[src/rtl/core/q2e_pkg.sv]
// ----------------------------------------------------------------------------
// q2e_pkg
// Shared types, constants and CORDIC angle table for the quaternion to Euler
// angle block.
// ----------------------------------------------------------------------------
package q2e_pkg;

  localparam int CordicStagesDef = 16;
  localparam int MaxStages       = 32;
  localparam int QueueDepthDef   = 4;
  localparam int DpW             = 40;   // CORDIC x/y datapath width
  localparam int ZW              = 26;   // angle accumulator, 2^-16 degree

  localparam logic [30:0] ThreshReset = 31'd1073740750;
  localparam logic signed [31:0] Q30One = 32'sd1073741824;
  localparam logic signed [ZW-1:0] Deg90Fine = ZW'(90 * 65536);
  localparam int AngLimit   = 23040;
  localparam int PitchLimit = 11520;

  // operands for the three angle units, plus branch info
  typedef struct packed {
    logic signed [DpW-1:0] roll_y;
    logic signed [DpW-1:0] roll_x;
    logic signed [DpW-1:0] pitch_y;
    logic signed [DpW-1:0] pitch_x;
    logic signed [DpW-1:0] yaw_y;
    logic signed [DpW-1:0] yaw_x;
    logic                  lock;
    logic                  pitch_neg;   // gimbal: r31 > 0
  } q2e_job_t;

  typedef struct packed {
    logic signed [15:0] roll;
    logic signed [14:0] pitch;
    logic signed [15:0] yaw;
    logic               lock;
  } q2e_res_t;

  function automatic logic signed [ZW-1:0] atan_fine(input int i);
    logic signed [ZW-1:0] t;
    case (i)
      0: t = ZW'(2949120);  1: t = ZW'(1740967);  2: t = ZW'(919879);
      3: t = ZW'(466945);   4: t = ZW'(234379);   5: t = ZW'(117304);
      6: t = ZW'(58666);    7: t = ZW'(29335);    8: t = ZW'(14668);
      9: t = ZW'(7334);     10: t = ZW'(3667);    11: t = ZW'(1833);
      12: t = ZW'(917);     13: t = ZW'(458);     14: t = ZW'(229);
      15: t = ZW'(115);     16: t = ZW'(57);      17: t = ZW'(29);
      18: t = ZW'(14);      19: t = ZW'(7);       20: t = ZW'(4);
      21: t = ZW'(2);       22: t = ZW'(1);
      default: t = '0;
    endcase
    return t;
  endfunction

  function automatic logic signed [31:0] sat32(input logic signed [34:0] v);
    if (v > 35'sd2147483647) return 32'sh7fffffff;
    if (v < -35'sd2147483648) return 32'sh80000000;
    return v[31:0];
  endfunction

endpackage

[src/rtl/core/q2e_fifo.sv]
// ----------------------------------------------------------------------------
// q2e_fifo
// Short register queue between front and back.
// ----------------------------------------------------------------------------
module q2e_fifo import q2e_pkg::*; #(
  parameter int Width = 8,
  parameter int Depth = 4
) (
  input  logic             clk,
  input  logic             rst,
  input  logic             wr_en,
  input  logic [Width-1:0] wr_data,
  input  logic             rd_en,
  output logic [Width-1:0] rd_data,
  output logic             empty,
  output logic [$clog2(Depth+1)-1:0] count
);

  localparam int AW = (Depth > 1) ? $clog2(Depth) : 1;
  logic [Width-1:0] mem [Depth];
  logic [AW-1:0] wp, rp;

  always_ff @(posedge clk) begin
    if (rst) begin
      wp <= '0; rp <= '0; count <= '0;
    end else begin
      if (wr_en) wp <= (wp == AW'(Depth - 1)) ? '0 : wp + 1'b1;
      if (rd_en) rp <= (rp == AW'(Depth - 1)) ? '0 : rp + 1'b1;
      count <= count + (wr_en ? 1'b1 : 1'b0) - (rd_en ? 1'b1 : 1'b0);
    end
  end
  always_ff @(posedge clk) begin
    if (wr_en) mem[wp] <= wr_data;
  end
  assign rd_data = mem[rp];
  assign empty   = (count == '0);

endmodule

[config.mk]
export PLATFORM = sky130hd
export DESIGN_NAME = q2e_fifo
export DESIGN_NICKNAME = d
export VERILOG_FILES = /design/src/rtl/core/q2e_pkg.sv /design/src/rtl/core/q2e_fifo.sv
export SDC_FILE = /design/constraint.sdc
export NUM_CORES = 1
export LEC_CHECK = 0
export BUFFER_PORTS_ARGS = -buffer_cell sky130_fd_sc_hd__buf_2
export CAP_MARGIN = 20
export CORE_ASPECT_RATIO = 1.5
export CORE_MARGIN = 2
export CORE_UTILIZATION = 40
export DETAILED_ROUTE_END_ITERATION = 10
export PLACE_DENSITY = 0.66
export SYNTH_ARGS = -nofsm -noshare
export SYNTH_HDL_FRONTEND = slang
export SYNTH_SLANG_ARGS = --single-unit
[constraint.sdc]
create_clock -name clk -period 3.75 [get_ports clk]
set_input_delay 0.75 -clock clk [delete_from_list [all_inputs] [get_ports clk]]
set_output_delay 0.75 -clock clk [all_outputs]
set_load 0.05 [all_outputs]
# Yosys cells after proc, flatten, opt, wreduce, memory -nomap -nowiden
# Memory sizes are Yosys's and may differ from the RTL's. A register that Yosys moved wholly into a read port is not among the register bits.
# Cells that the tools add are included.
[totals]
register_bits = 7
ramBits = 32
inputBits = 12
out_inout_bits = 12
wordCells = 19
mem_count = 1
[op_classes]
addsub = 4
eq_ne = 2
n_mux = 8
reduce_logical = 1
[memory_table]
columns = ["memory", "depth", "word_bits", "rd", "rd_ports_with_merged_regs", "wr", "line", "source"]
rows = [
  ["mem", 4, 8, 1, 1, 1, "q2e_fifo.sv:20", "logic [Width-1:0] mem [Depth];"],
]
[ops]
columns = ["cell", "count"]
rows = [
  ["two-way mux 2 bit", 4],
  ["adder 2 x 1 -> 2 bit (second input constant)", 2],
  ["== test 2 bit (second input constant)", 2],
  ["two-way mux 1 bit", 4],
  ["adder 3 x 1 -> 3 bit", 1],
  ["zero test 3 bit", 1],
  ["subtractor 3 x 1 -> 3 bit", 1],
]

# Depth between registers and ports, before layout
# Gate-level depths: netlist of run 1.
[depth]
ltp_word = 4
depth_mapped = 8
mapped_depth_nobuf = 8

# Least setup slack after synthesis of run 1
# No wires, ideal clock.
[synth_path]
path_kind = "register to output"
start = "reg count[1]"
end = "out empty"
arrival_time_ns = 1.665
required_time_ns = 3.000
slack_ns = 1.335
stages_incl_launch_ff = 2
n_path_buf = 0
cell_sequence = "dfxtp_1 -> nor3_1"
[synth_via]
elab_chain_len = 1
[synth_lines]
columns = ["element", "line", "source"]
rows = [
  ["start: declaration", "q2e_fifo.sv:16", "output logic [$clog2(Depth+1)-1:0] count"],
  ["start signal: assignment", "q2e_fifo.sv:29", "count <= count + (wr_en ? 1'b1 : 1'b0) - (rd_en ? 1'b1 : 1'b0);"],
  ["zero test 3 bit", "q2e_fifo.sv:36", "assign empty = (count == '0);"],
  ["end: declaration", "q2e_fifo.sv:15", "output logic empty,"],
]
# No other way between the ends.

==> flow_summary_export.csv, run 1 <==
group,metric,value,unit
detailed_routing,vias,779,
detailed_routing,route.detailed.drc,0,
sta,unrepaired_setup_endpoints_after_global_routing,"no",
worst_hold_path,worstHoldPathType,"reg2reg",
sta,min_period_over_period,66.1,%
synth,synth.net_count,103,
synth,synth_seq_area_share,71.4,%
synth,syn_area,1600,sq um
cells_and_area,layout.area.seq,1140,sq um
outcome,run_status,"finished, final reports clean",
detailed_routing,vias_per_cell,4.96,
critical_path,worstReg2RegStart,"count[0]",
critical_path,cp-start-kind,"register",
power,p_per_area,586,nW/um^2
clocking,clk-insertion-delay-late,0.29,ns
cells_and_area,final_cell_area,1860,sq um
detailed_routing,drt-initial-drc-count,8,
cells_and_area,final_layout_size_suffix_gt1_share,33.9,%
sta,timing_hold_violations_final,0,
clocking,cts_repair_resizes,0,
cells_and_area,commonest_cells_after_routing_fill_and_taps_aside,"32 x sky130_fd_sc_hd__edfxtp_1, 23 x sky130_fd_sc_hd__buf_2, 9 x sky130_fd_sc_hd__dfxtp_1, 8 x sky130_fd_sc_hd__mux4_2, 7 x sky130_fd_sc_hd__ha_1",
sta,setup_viol,0,
cells_and_area,antenna_cells,0,
sta,post-route-worst-setup-slack,1.27,ns
global_routing,grt_pass1_wl,4020,microns
critical_path,crit_slowest_cell,"sky130_fd_sc_hd__dfxtp_1",
clocking,numClockSinks,41,
cells_and_area,nFillCells,339,
synth,synthesis.yosys.warnings,0,
clocking,tritoncts,"built",
critical_path,critPathCaptureType,"output port",
sta,slew-limit-headroom,64.0,%
floorplanning,initial_utilization,41.1,%
clocking,post-cts-setup-buffers,0,
power,cellLeakagePower,0.700,nW
floorplanning,top_level_ports,24,
place,post-place-cells,149,
critical_path,crit_path_cell_trace,"mux4_2 -> buf_2",
detailed_routing,drt-pass1-iter-count,4,
place,gp_congestion,0.664,
worst_hold_path,min_delay_path_depth,2,
global_routing,grt_antenna_before_repair,0,
sta,fin_crit,2.48,ns
place,cell_area_after_placement,1750,sq um
floorplanning,floorplan_die_width,55.6,microns
critical_path,worst-r2r-setup-slack,2.14,ns
critical_path,max_stage_delay,0.66,ns
global_routing,grt_remaining_overflow,0,
synth,seq_cells_post_synth,41,
critical_path,worst_ep_arrival_time,1.73,ns
synth,synthesis.area_per_instance,19.3,sq um
clocking,root_buffer,"sky130_fd_sc_hd__clkbuf_8",
global_routing,groute.usage.overall,12.0,%
critical_path,critical_path.n_buffers_inverters,1,
clocking,cts.path.max_buffers,2,
detailed_routing,post_drt_wl_per_cell,14.9,microns
place,pre_cts_slack,1.51,ns
sta,report.final.slew_viol_count,0,
critical_path,timing.critical_path.required,3.00,ns
sta,final.setup_skew,0.0104,ns
synth,yosysTopAreaCellShare,60.1,%
place,port_buffers,23,
sta,worst_slew_pin_slew,0.540,ns
detailed_routing,routed_wirelength,2340,microns
job,maxCapViolations,0,
global_routing,grt_pass1_vias,874,
cells_and_area,most_frequent_standard_cell_in_the_layout_excluding_fill_and_tap_cells,"sky130_fd_sc_hd__edfxtp_1",
detailed_routing,remaining_number_of_nets_flagged_by_the_antenna_check_after_routing,0,
synth,ys_top_cells_by_area,"sky130_fd_sc_hd__edfxtp_1 60%, sky130_fd_sc_hd__dfxtp_1 11%, sky130_fd_sc_hd__mux4_2 11%",
floorplanning,placeableCoreArea,3890,sq um
critical_path,cp_top_family,"flip-flops",
clocking,cts_max_level,2,
synth,ys_types,17,
global_routing,grt_start_max_net_pins,14,
cells_and_area,area_delta_synth_final,16.4,%
clocking,cts.reportedPaths.clkPinSlew,0.06,ns
power,ir_worst_vdd,0.340,mV
clocking,cts_hold_buf,0,
synth,number_of_instances_in_the_synthesized_netlist,83,
clocking,cts_buffers,5,
cells_and_area,finish.cell_count_without_fillers,157,
cells_and_area,layout.nets,131,
floorplanning,die_h,81.4,microns
place,post-dp-hpwl,1720,microns
sta,fin_tns_setup,0,ns
floorplanning,fp.dieArea,4530,sq um
critical_path,cp_max_fo,8,
synth,synthDominantAreaCellType,"sky130_fd_sc_hd__edfxtp_1",
floorplanning,core.rowCount,28,
cells_and_area,multiInputGateArea,422,sq um
critical_path,reg2reg_to,"count[2]",
critical_path,worst-setup-path-type,"reg2out",
critical_path,worstRegToRegCells,8,
sta,max_clock_freq,403,MHz
worst_hold_path,hold_end,"rp[0]",
worst_hold_path,worst_hold_startpoint,"rp[0]",
-- worst register-to-register path, cell delays in order (launching register included) --
cell and delay [ns]:
sky130_fd_sc_hd__dfxtp_1 0.35, sky130_fd_sc_hd__inv_1 0.05, sky130_fd_sc_hd__ha_1 0.27, sky130_fd_sc_hd__inv_1 0.06
sky130_fd_sc_hd__ha_1 0.12, sky130_fd_sc_hd__inv_1 0.04, sky130_fd_sc_hd__fa_1 0.37, sky130_fd_sc_hd__xnor3_1 0.20
sky130_fd_sc_hd__nor2_1 0.04
-- power breakdown --
group          switching (mW)  total [mW]  internal [mW]
Sequential             0.0219       0.541          0.519
Combinational           0.140       0.212         0.0722
Clock                   0.139       0.336          0.197
-- logic make-up after synthesis --
group | after synthesis | synth area share [%]
AOI/OAI and AO/OA | 2 | 0.626
xor gates and xnor gates | 1 | 1.41
adders and majority gates | 8 | 6.73
buffers and inverters | 7 | 2.19
DFF | 41 | 71.4
muxes | 10 | 12.5
and+or+nand+nor | 14 | 5.09
-- metal layers --
metal	GRT usage, %	routed length (microns)
met2	21.3	1260
met3	4.78	151
met5	0	0
met1	12.1	878
met4	6.59	53
-- synth_stat cells --
library cell / n
sky130_fd_sc_hd__a21oi_1: 2
sky130_fd_sc_hd__buf_6: 1
sky130_fd_sc_hd__mux4_2: 8
sky130_fd_sc_hd__mux2i_1: 2
sky130_fd_sc_hd__nor2_1: 4
sky130_fd_sc_hd__ha_1: 7
sky130_fd_sc_hd__and2_1: 4
sky130_fd_sc_hd__nand2b_1: 2
sky130_fd_sc_hd__or3b_1: 2
sky130_fd_sc_hd__nor2b_1: 1
sky130_fd_sc_hd__fa_1: 1
sky130_fd_sc_hd__edfxtp_1: 32
sky130_fd_sc_hd__dfxtp_1: 9
sky130_fd_sc_hd__inv_1: 5
sky130_fd_sc_hd__clkbuf_2: 1
sky130_fd_sc_hd__nor3_1: 1
sky130_fd_sc_hd__xnor3_1: 1
-- cell type report --
class	instances	share of cell area, %
clock buffer	6	3.90
clock inverter	2	1.88
inverter	5	1.01
multi-input combinational	35	22.7
sequential	41	61.3
tap	45	3.03
timing repair buffer	23	6.19
-- flip-flops by register name, indices dropped and copies added (netlist names), named ones only --
signal  cells
count       3
wp          2
mem        32
rp          2
-- worst max path at each step --
stage / slack [ns] / cells past startpoint / end
after floorplan: 1.34 / 1 / empty
after global placement: 1.54 / 2 / rd_data[0]
after detailed placement: 1.51 / 2 / rd_data[6]
after CTS: 1.19 / 2 / rd_data[6]
after global routing: 1.12 / 2 / rd_data[6]
final: 1.27 / 2 / rd_data[6]
-- through the flow --
step	utilization, %	total power, mW	hold slack [ns]
2_1_floorplan	-	0.719	0.469
3_3_place_gp	45.1	0.761	0.494
3_5_place_dp	45.1	0.767	0.511
4_1_cts	47.8	1.11	0.522
5_1_grt	47.8	1.14	0.558
6_report	47.8	1.09	0.516
No activity file was read; power rests on OpenSTA's default activity.
==> inputs of run 2 (changes only) <==
Clock period 3.75 ns to 2.5 ns, I/O delays scaled along.
==> flow_summary_export.csv, run 2 (synthesis results as in run 1) <==
group,metric,value,unit
clocking,cts_hold_buf,0,
critical_path,timing.critical_path.required,2.00,ns
sta,unrepaired_setup_endpoints_after_global_routing,"no",
clocking,cts.path.max_buffers,2,
cells_and_area,most_frequent_standard_cell_in_the_layout_excluding_fill_and_tap_cells,"sky130_fd_sc_hd__edfxtp_1",
floorplanning,fp.dieArea,4530,sq um
cells_and_area,area_delta_synth_final,16.4,%
critical_path,critPathCaptureType,"output port",
clocking,clk-insertion-delay-late,0.29,ns
sta,fin_tns_setup,0,ns
critical_path,worst_ep_arrival_time,1.72,ns
floorplanning,floorplan_die_width,55.6,microns
detailed_routing,drt-pass1-iter-count,3,
sta,report.final.slew_viol_count,0,
global_routing,grt_antenna_before_repair,0,
floorplanning,initial_utilization,41.1,%
power,clock_network_fraction_of_design_power,30.8,%
critical_path,reg2reg_to,"count[2]",
sta,max_clock_freq,450,MHz
global_routing,grt_start_max_net_pins,14,
global_routing,groute.usage.overall,11.8,%
cells_and_area,largest_register_ffs,32,
critical_path,worstRegToRegCells,8,
clocking,post-cts-setup-buffers,0,
power,total_switching_power,0.451,mW
clocking,numClockSinks,41,
detailed_routing,vias,788,
outcome,run_status,"finished, final reports clean",
critical_path,cp_max_fo,8,
critical_path,cp-start-kind,"register",
floorplanning,die_h,81.4,microns
clocking,root_buffer,"sky130_fd_sc_hd__clkbuf_8",
sta,final.setup_skew,0.00887,ns
power,cellLeakagePower,0.700,nW
cells_and_area,layout.nets,131,
detailed_routing,vias_per_cell,5.02,
place,post-dp-hpwl,1720,microns
place,post-place-cells,149,
cells_and_area,largest_registers,"mem (32), count (3)",
floorplanning,placeableCoreArea,3890,sq um
power,p_comb_share,19.5,%
floorplanning,top_level_ports,24,
floorplanning,core.rowCount,28,
clocking,cts_repair_resizes,0,
detailed_routing,routed_wirelength,2330,microns
cells_and_area,final_layout_size_suffix_gt1_share,33.9,%
sta,slew-limit-headroom,65.1,%
sta,min_period_over_period,88.8,%
sta,setup_viol,0,
power,p_int,1.18,mW
clocking,tritoncts,"built",
worst_hold_path,worst_hold_startpoint,"wr_data[5]",
global_routing,grt_pass1_vias,889,
cells_and_area,commonest_cells_after_routing_fill_and_taps_aside,"32 x sky130_fd_sc_hd__edfxtp_1, 23 x sky130_fd_sc_hd__buf_2, 9 x sky130_fd_sc_hd__dfxtp_1, 8 x sky130_fd_sc_hd__mux4_2, 7 x sky130_fd_sc_hd__ha_1",
clocking,cts.reportedPaths.clkPinSlew,0.08,ns
place,port_buffers,23,
job,maxCapViolations,0,
detailed_routing,remaining_number_of_nets_flagged_by_the_antenna_check_after_routing,0,
global_routing,grt_pass1_wl,3950,microns
worst_hold_path,min_delay_path_depth,1,
power,netSwitchingFraction,27.6,%
power,p_per_area,879,nW/um^2
sta,timing_hold_violations_final,0,
worst_hold_path,hold_end,"mem[3][5]",
detailed_routing,drt-initial-drc-count,13,
worst_hold_path,worstHoldPathType,"in2reg",
detailed_routing,post_drt_wl_per_cell,14.9,microns
place,gp_congestion,0.665,
detailed_routing,route.detailed.drc,0,
cells_and_area,antenna_cells,0,
critical_path,worst-r2r-setup-slack,0.88,ns
global_routing,grt_remaining_overflow,0,
cells_and_area,register_with_the_highest_flop_count,"mem",
critical_path,worst-setup-path-type,"reg2out",
power,ir_worst_vdd,0.565,mV
clocking,cts_max_level,2,
sta,worst_slew_pin_slew,0.523,ns
sta,fin_crit,2.22,ns
critical_path,worstReg2RegStart,"count[0]",
cells_and_area,finish.cell_count_without_fillers,157,
clocking,cts_buffers,5,
power,p_seq_share,49.7,%
run 2: cell counts in the layout (fill, tap and decap cells not counted):
Identical to the previous run, type by type.
run 2: per-layer routing:
layer	track usage, %	routed length [microns]	share of wire, %
met1	11.5	894	38
met2	21.9	1270	54
met3	4.46	127	5.4
met4	5.12	41	1.8
met5	0	0	0
run 2: critical path, cell delays in order, from the launching register on:
cell                      delay [ns]
sky130_fd_sc_hd__dfxtp_1        0.65
sky130_fd_sc_hd__mux4_2         0.57
sky130_fd_sc_hd__buf_2          0.22
run 2: cell type report:
cell class / instances / area [sq um]
fill: 332 / 2030
sequential: 41 / 1140
multi-input combinational: 35 / 422
timing repair buffer: 23 / 115
clock buffer: 6 / 72.6
tap: 45 / 56.3
clock inverter: 2 / 35.0
inverter: 5 / 18.8
run 2: worst max-delay path by stage:
stage | start | to | slack, ns | cells after the start
after CTS | register | rd_data[6] | 0.20 | 2
final | register | rd_data[1] | 0.28 | 2
after global placement | register | rd_data[0] | 0.54 | 2
after detailed placement | register | rd_data[6] | 0.51 | 2
after floorplan | count[1] | empty | 0.34 | 1
after global routing | register | rd_data[6] | 0.13 | 2
run 2: power groups by stage:
stage / Combinational, mW / Sequential [mW] / Clock, mW
after floorplan: 0.208 / 0.870 / 0
after global placement: 0.316 / 0.826 / 0
after detailed placement: 0.323 / 0.829 / 0
after CTS: 0.324 / 0.814 / 0.523
after global routing: 0.339 / 0.820 / 0.554
final: 0.319 / 0.812 / 0.504
run 2: through the flow:
| step | hold WS (ns) | setup slack [ns] | power [mW] | cell area [sq um] | utilization, % |
|---|---|---|---|---|---|
| after floorplan | 0.469 | 0.335 | 1.08 | 1600 | - |
| after CTS | 0.417 | 0.201 | 1.66 | 1860 | 47.8 |
| after detailed placement | 0.516 | 0.512 | 1.15 | 1750 | 45.1 |
| final | 0.427 | 0.280 | 1.63 | 1860 | 47.8 |
| after global placement | 0.494 | 0.535 | 1.14 | 1750 | 45.1 |
| after global routing | 0.411 | 0.134 | 1.71 | 1860 | 47.8 |
==> inputs of run 3 (changes only) <==
Settings changed: RECOVER_POWER from default to 100.
==> flow_summary_export.csv, run 3 (synthesis results as in run 1) <==
group,metric,value,unit
floorplanning,placeableCoreArea,3890,sq um
job,maxCapViolations,0,
global_routing,grt_antenna_before_repair,0,
outcome,run_status,"finished, final reports clean",
place,post-dp-hpwl,1720,microns
power,cellLeakagePower,0.663,nW
detailed_routing,dr_wl_met2,1270,microns
place,post-place-cells,149,
cells_and_area,commonest_cells_after_routing_fill_and_taps_aside,"32 x sky130_fd_sc_hd__edfxtp_1, 13 x sky130_fd_sc_hd__clkbuf_1, 9 x sky130_fd_sc_hd__dfxtp_1, 8 x sky130_fd_sc_hd__mux4_2, 8 x sky130_fd_sc_hd__clkbuf_2",
sta,hold_ws,0.470,ns
cells_and_area,final_layout_size_suffix_gt1_share,23.2,%
worst_hold_path,worstHoldPathType,"in2reg",
sta,max_clock_freq,443,MHz
detailed_routing,route.top_layer_used,"met4",
critical_path,timing.critical_path.required,2.00,ns
clocking,root_buffer,"sky130_fd_sc_hd__clkbuf_8",
floorplanning,core.rowCount,28,
sta,slew-limit-headroom,57.6,%
floorplanning,die_h,81.4,microns
worst_hold_path,min_delay_path_depth,2,
sta,fin_tns_setup,0,ns
place,gp_congestion,0.665,
critical_path,reg2reg_to,"count[2]",
critical_path,worst-setup-path-type,"reg2out",
detailed_routing,vias,786,
critical_path,worst_ep_arrival_time,1.76,ns
global_routing,groute.usage.overall,11.8,%
sta,setup_viol,0,
global_routing,grt_remaining_overflow,0,
critical_path,cp-start-kind,"register",
sta,unrepaired_setup_endpoints_after_global_routing,"no",
sta,fin_crit,2.26,ns
critical_path,worst-r2r-setup-slack,0.87,ns
clocking,cts_buffers,5,
floorplanning,floorplan_die_width,55.6,microns
sta,timing_hold_violations_final,0,
detailed_routing,remaining_number_of_nets_flagged_by_the_antenna_check_after_routing,0,
place,port_buffers,23,
clocking,clk-insertion-delay-late,0.29,ns
floorplanning,fp.dieArea,4530,sq um
floorplanning,initial_utilization,41.1,%
place,pre_cts_slack,0.512,ns
power,ir_worst_vdd,0.556,mV
cells_and_area,largest_register_ffs,32,
cells_and_area,layout.nets,131,
cells_and_area,nFillCells,336,
clocking,cts_hold_buf,0,
detailed_routing,drt-pass1-iter-count,4,
cells_and_area,area_delta_synth_final,15.5,%
critical_path,worstReg2RegStart,"count[0]",
critical_path,worstRegToRegCells,8,
sta,min_period_over_period,90.3,%
clocking,tritoncts,"built",
detailed_routing,met3WireLength,135,microns
clocking,cts.path.max_buffers,2,
cells_and_area,most_frequent_standard_cell_in_the_layout_excluding_fill_and_tap_cells,"sky130_fd_sc_hd__edfxtp_1",
critical_path,critPathCaptureType,"output port",
global_routing,grt_start_max_net_pins,14,
floorplanning,top_level_ports,24,
sta,post-route-worst-setup-slack,0.243,ns
cells_and_area,layout.area.seq,1140,sq um
worst_hold_path,worst_hold_startpoint,"rst",
sta,report.final.slew_viol_count,0,
cells_and_area,register_with_the_highest_flop_count,"mem",
critical_path,cp_max_fo,8,
detailed_routing,route.detailed.drc,0,
cells_and_area,multiInputGateArea,422,sq um
detailed_routing,route.layer.met1.wl,872,microns
cells_and_area,largest_registers,"mem (32), count (3)",
cells_and_area,finish.cell_count_without_fillers,157,
worst_hold_path,hold_end,"count[1]",
global_routing,grt_pass1_vias,889,
clocking,cts_max_level,2,
clocking,post-cts-setup-buffers,0,
clocking,cts_repair_resizes,0,
cells_and_area,antenna_cells,0,
detailed_routing,post_drt_wl_per_cell,14.8,microns
detailed_routing,routed_wirelength,2320,microns
power,p_per_area,881,nW/um^2
sta,worst_slew_pin_slew,0.635,ns
global_routing,grt_pass1_wl,3950,microns
detailed_routing,drt-initial-drc-count,13,
sta,final.setup_skew,0.00903,ns
cells_and_area,finished_core_util,47.5,%
clocking,numClockSinks,41,
clocking,cts.reportedPaths.clkPinSlew,0.07,ns
detailed_routing,vias_per_cell,5.01,
## run 3: changes by cell type in the layout (fill, tap and decap cells not counted)
cell,previous run,this run
sky130_fd_sc_hd__and2_1,4,0
sky130_fd_sc_hd__clkbuf_1,1,13
sky130_fd_sc_hd__and2_0,0,4
sky130_fd_sc_hd__clkbuf_2,0,8
sky130_fd_sc_hd__buf_2,23,3
## run 3: layout make-up
cell class / count / share of cell area [%]
Sequential cell: 41 / 61.8
Multi-Input combinational cell: 35 / 22.8
Timing Repair Buffer: 23 / 5.42
Clock buffer: 6 / 3.93
Tap cell: 45 / 3.05
Clock inverter: 2 / 1.90
Inverter: 5 / 1.02
## run 3: stage by stage
step | instance area [sq um] | total power [mW]
floorplan | 1600 | 1.08
global placement | 1750 | 1.14
detailed placement | 1750 | 1.15
CTS | 1860 | 1.66
global route | 1850 | 1.71
finish | 1850 | 1.63
## run 3: worst max path at each step
| stage | from | endpoint | slack [ns] | cells after the start |
|---|---|---|---|---|
| after global placement | register | rd_data[0] | 0.54 | 2 |
| after CTS | register | rd_data[6] | 0.20 | 2 |
| after global routing | register | rd_data[6] | 0.10 | 2 |
| after floorplan | count[1] | empty | 0.34 | 1 |
| after detailed placement | register | rd_data[6] | 0.51 | 2 |
| final | register | rd_data[1] | 0.24 | 2 |
## run 3: critical path, cell delays in order, from the launching register on
cell                       delay (ns)
sky130_fd_sc_hd__dfxtp_1         0.66
sky130_fd_sc_hd__mux4_2          0.57
sky130_fd_sc_hd__clkbuf_2        0.25
## run 3: layer usage
layer,global-route usage [%],up-vias
met5,0,-
met4,5.12,0
met3,4.46,6
met2,21.9,25
met1,11.5,384
li1,-,371
## run 3: report_power, final
group | internal, mW | switching, mW
sequential | 0.779 | 0.0332
combinational | 0.0990 | 0.211
clock | 0.296 | 0.208
total | 1.17 | 0.452
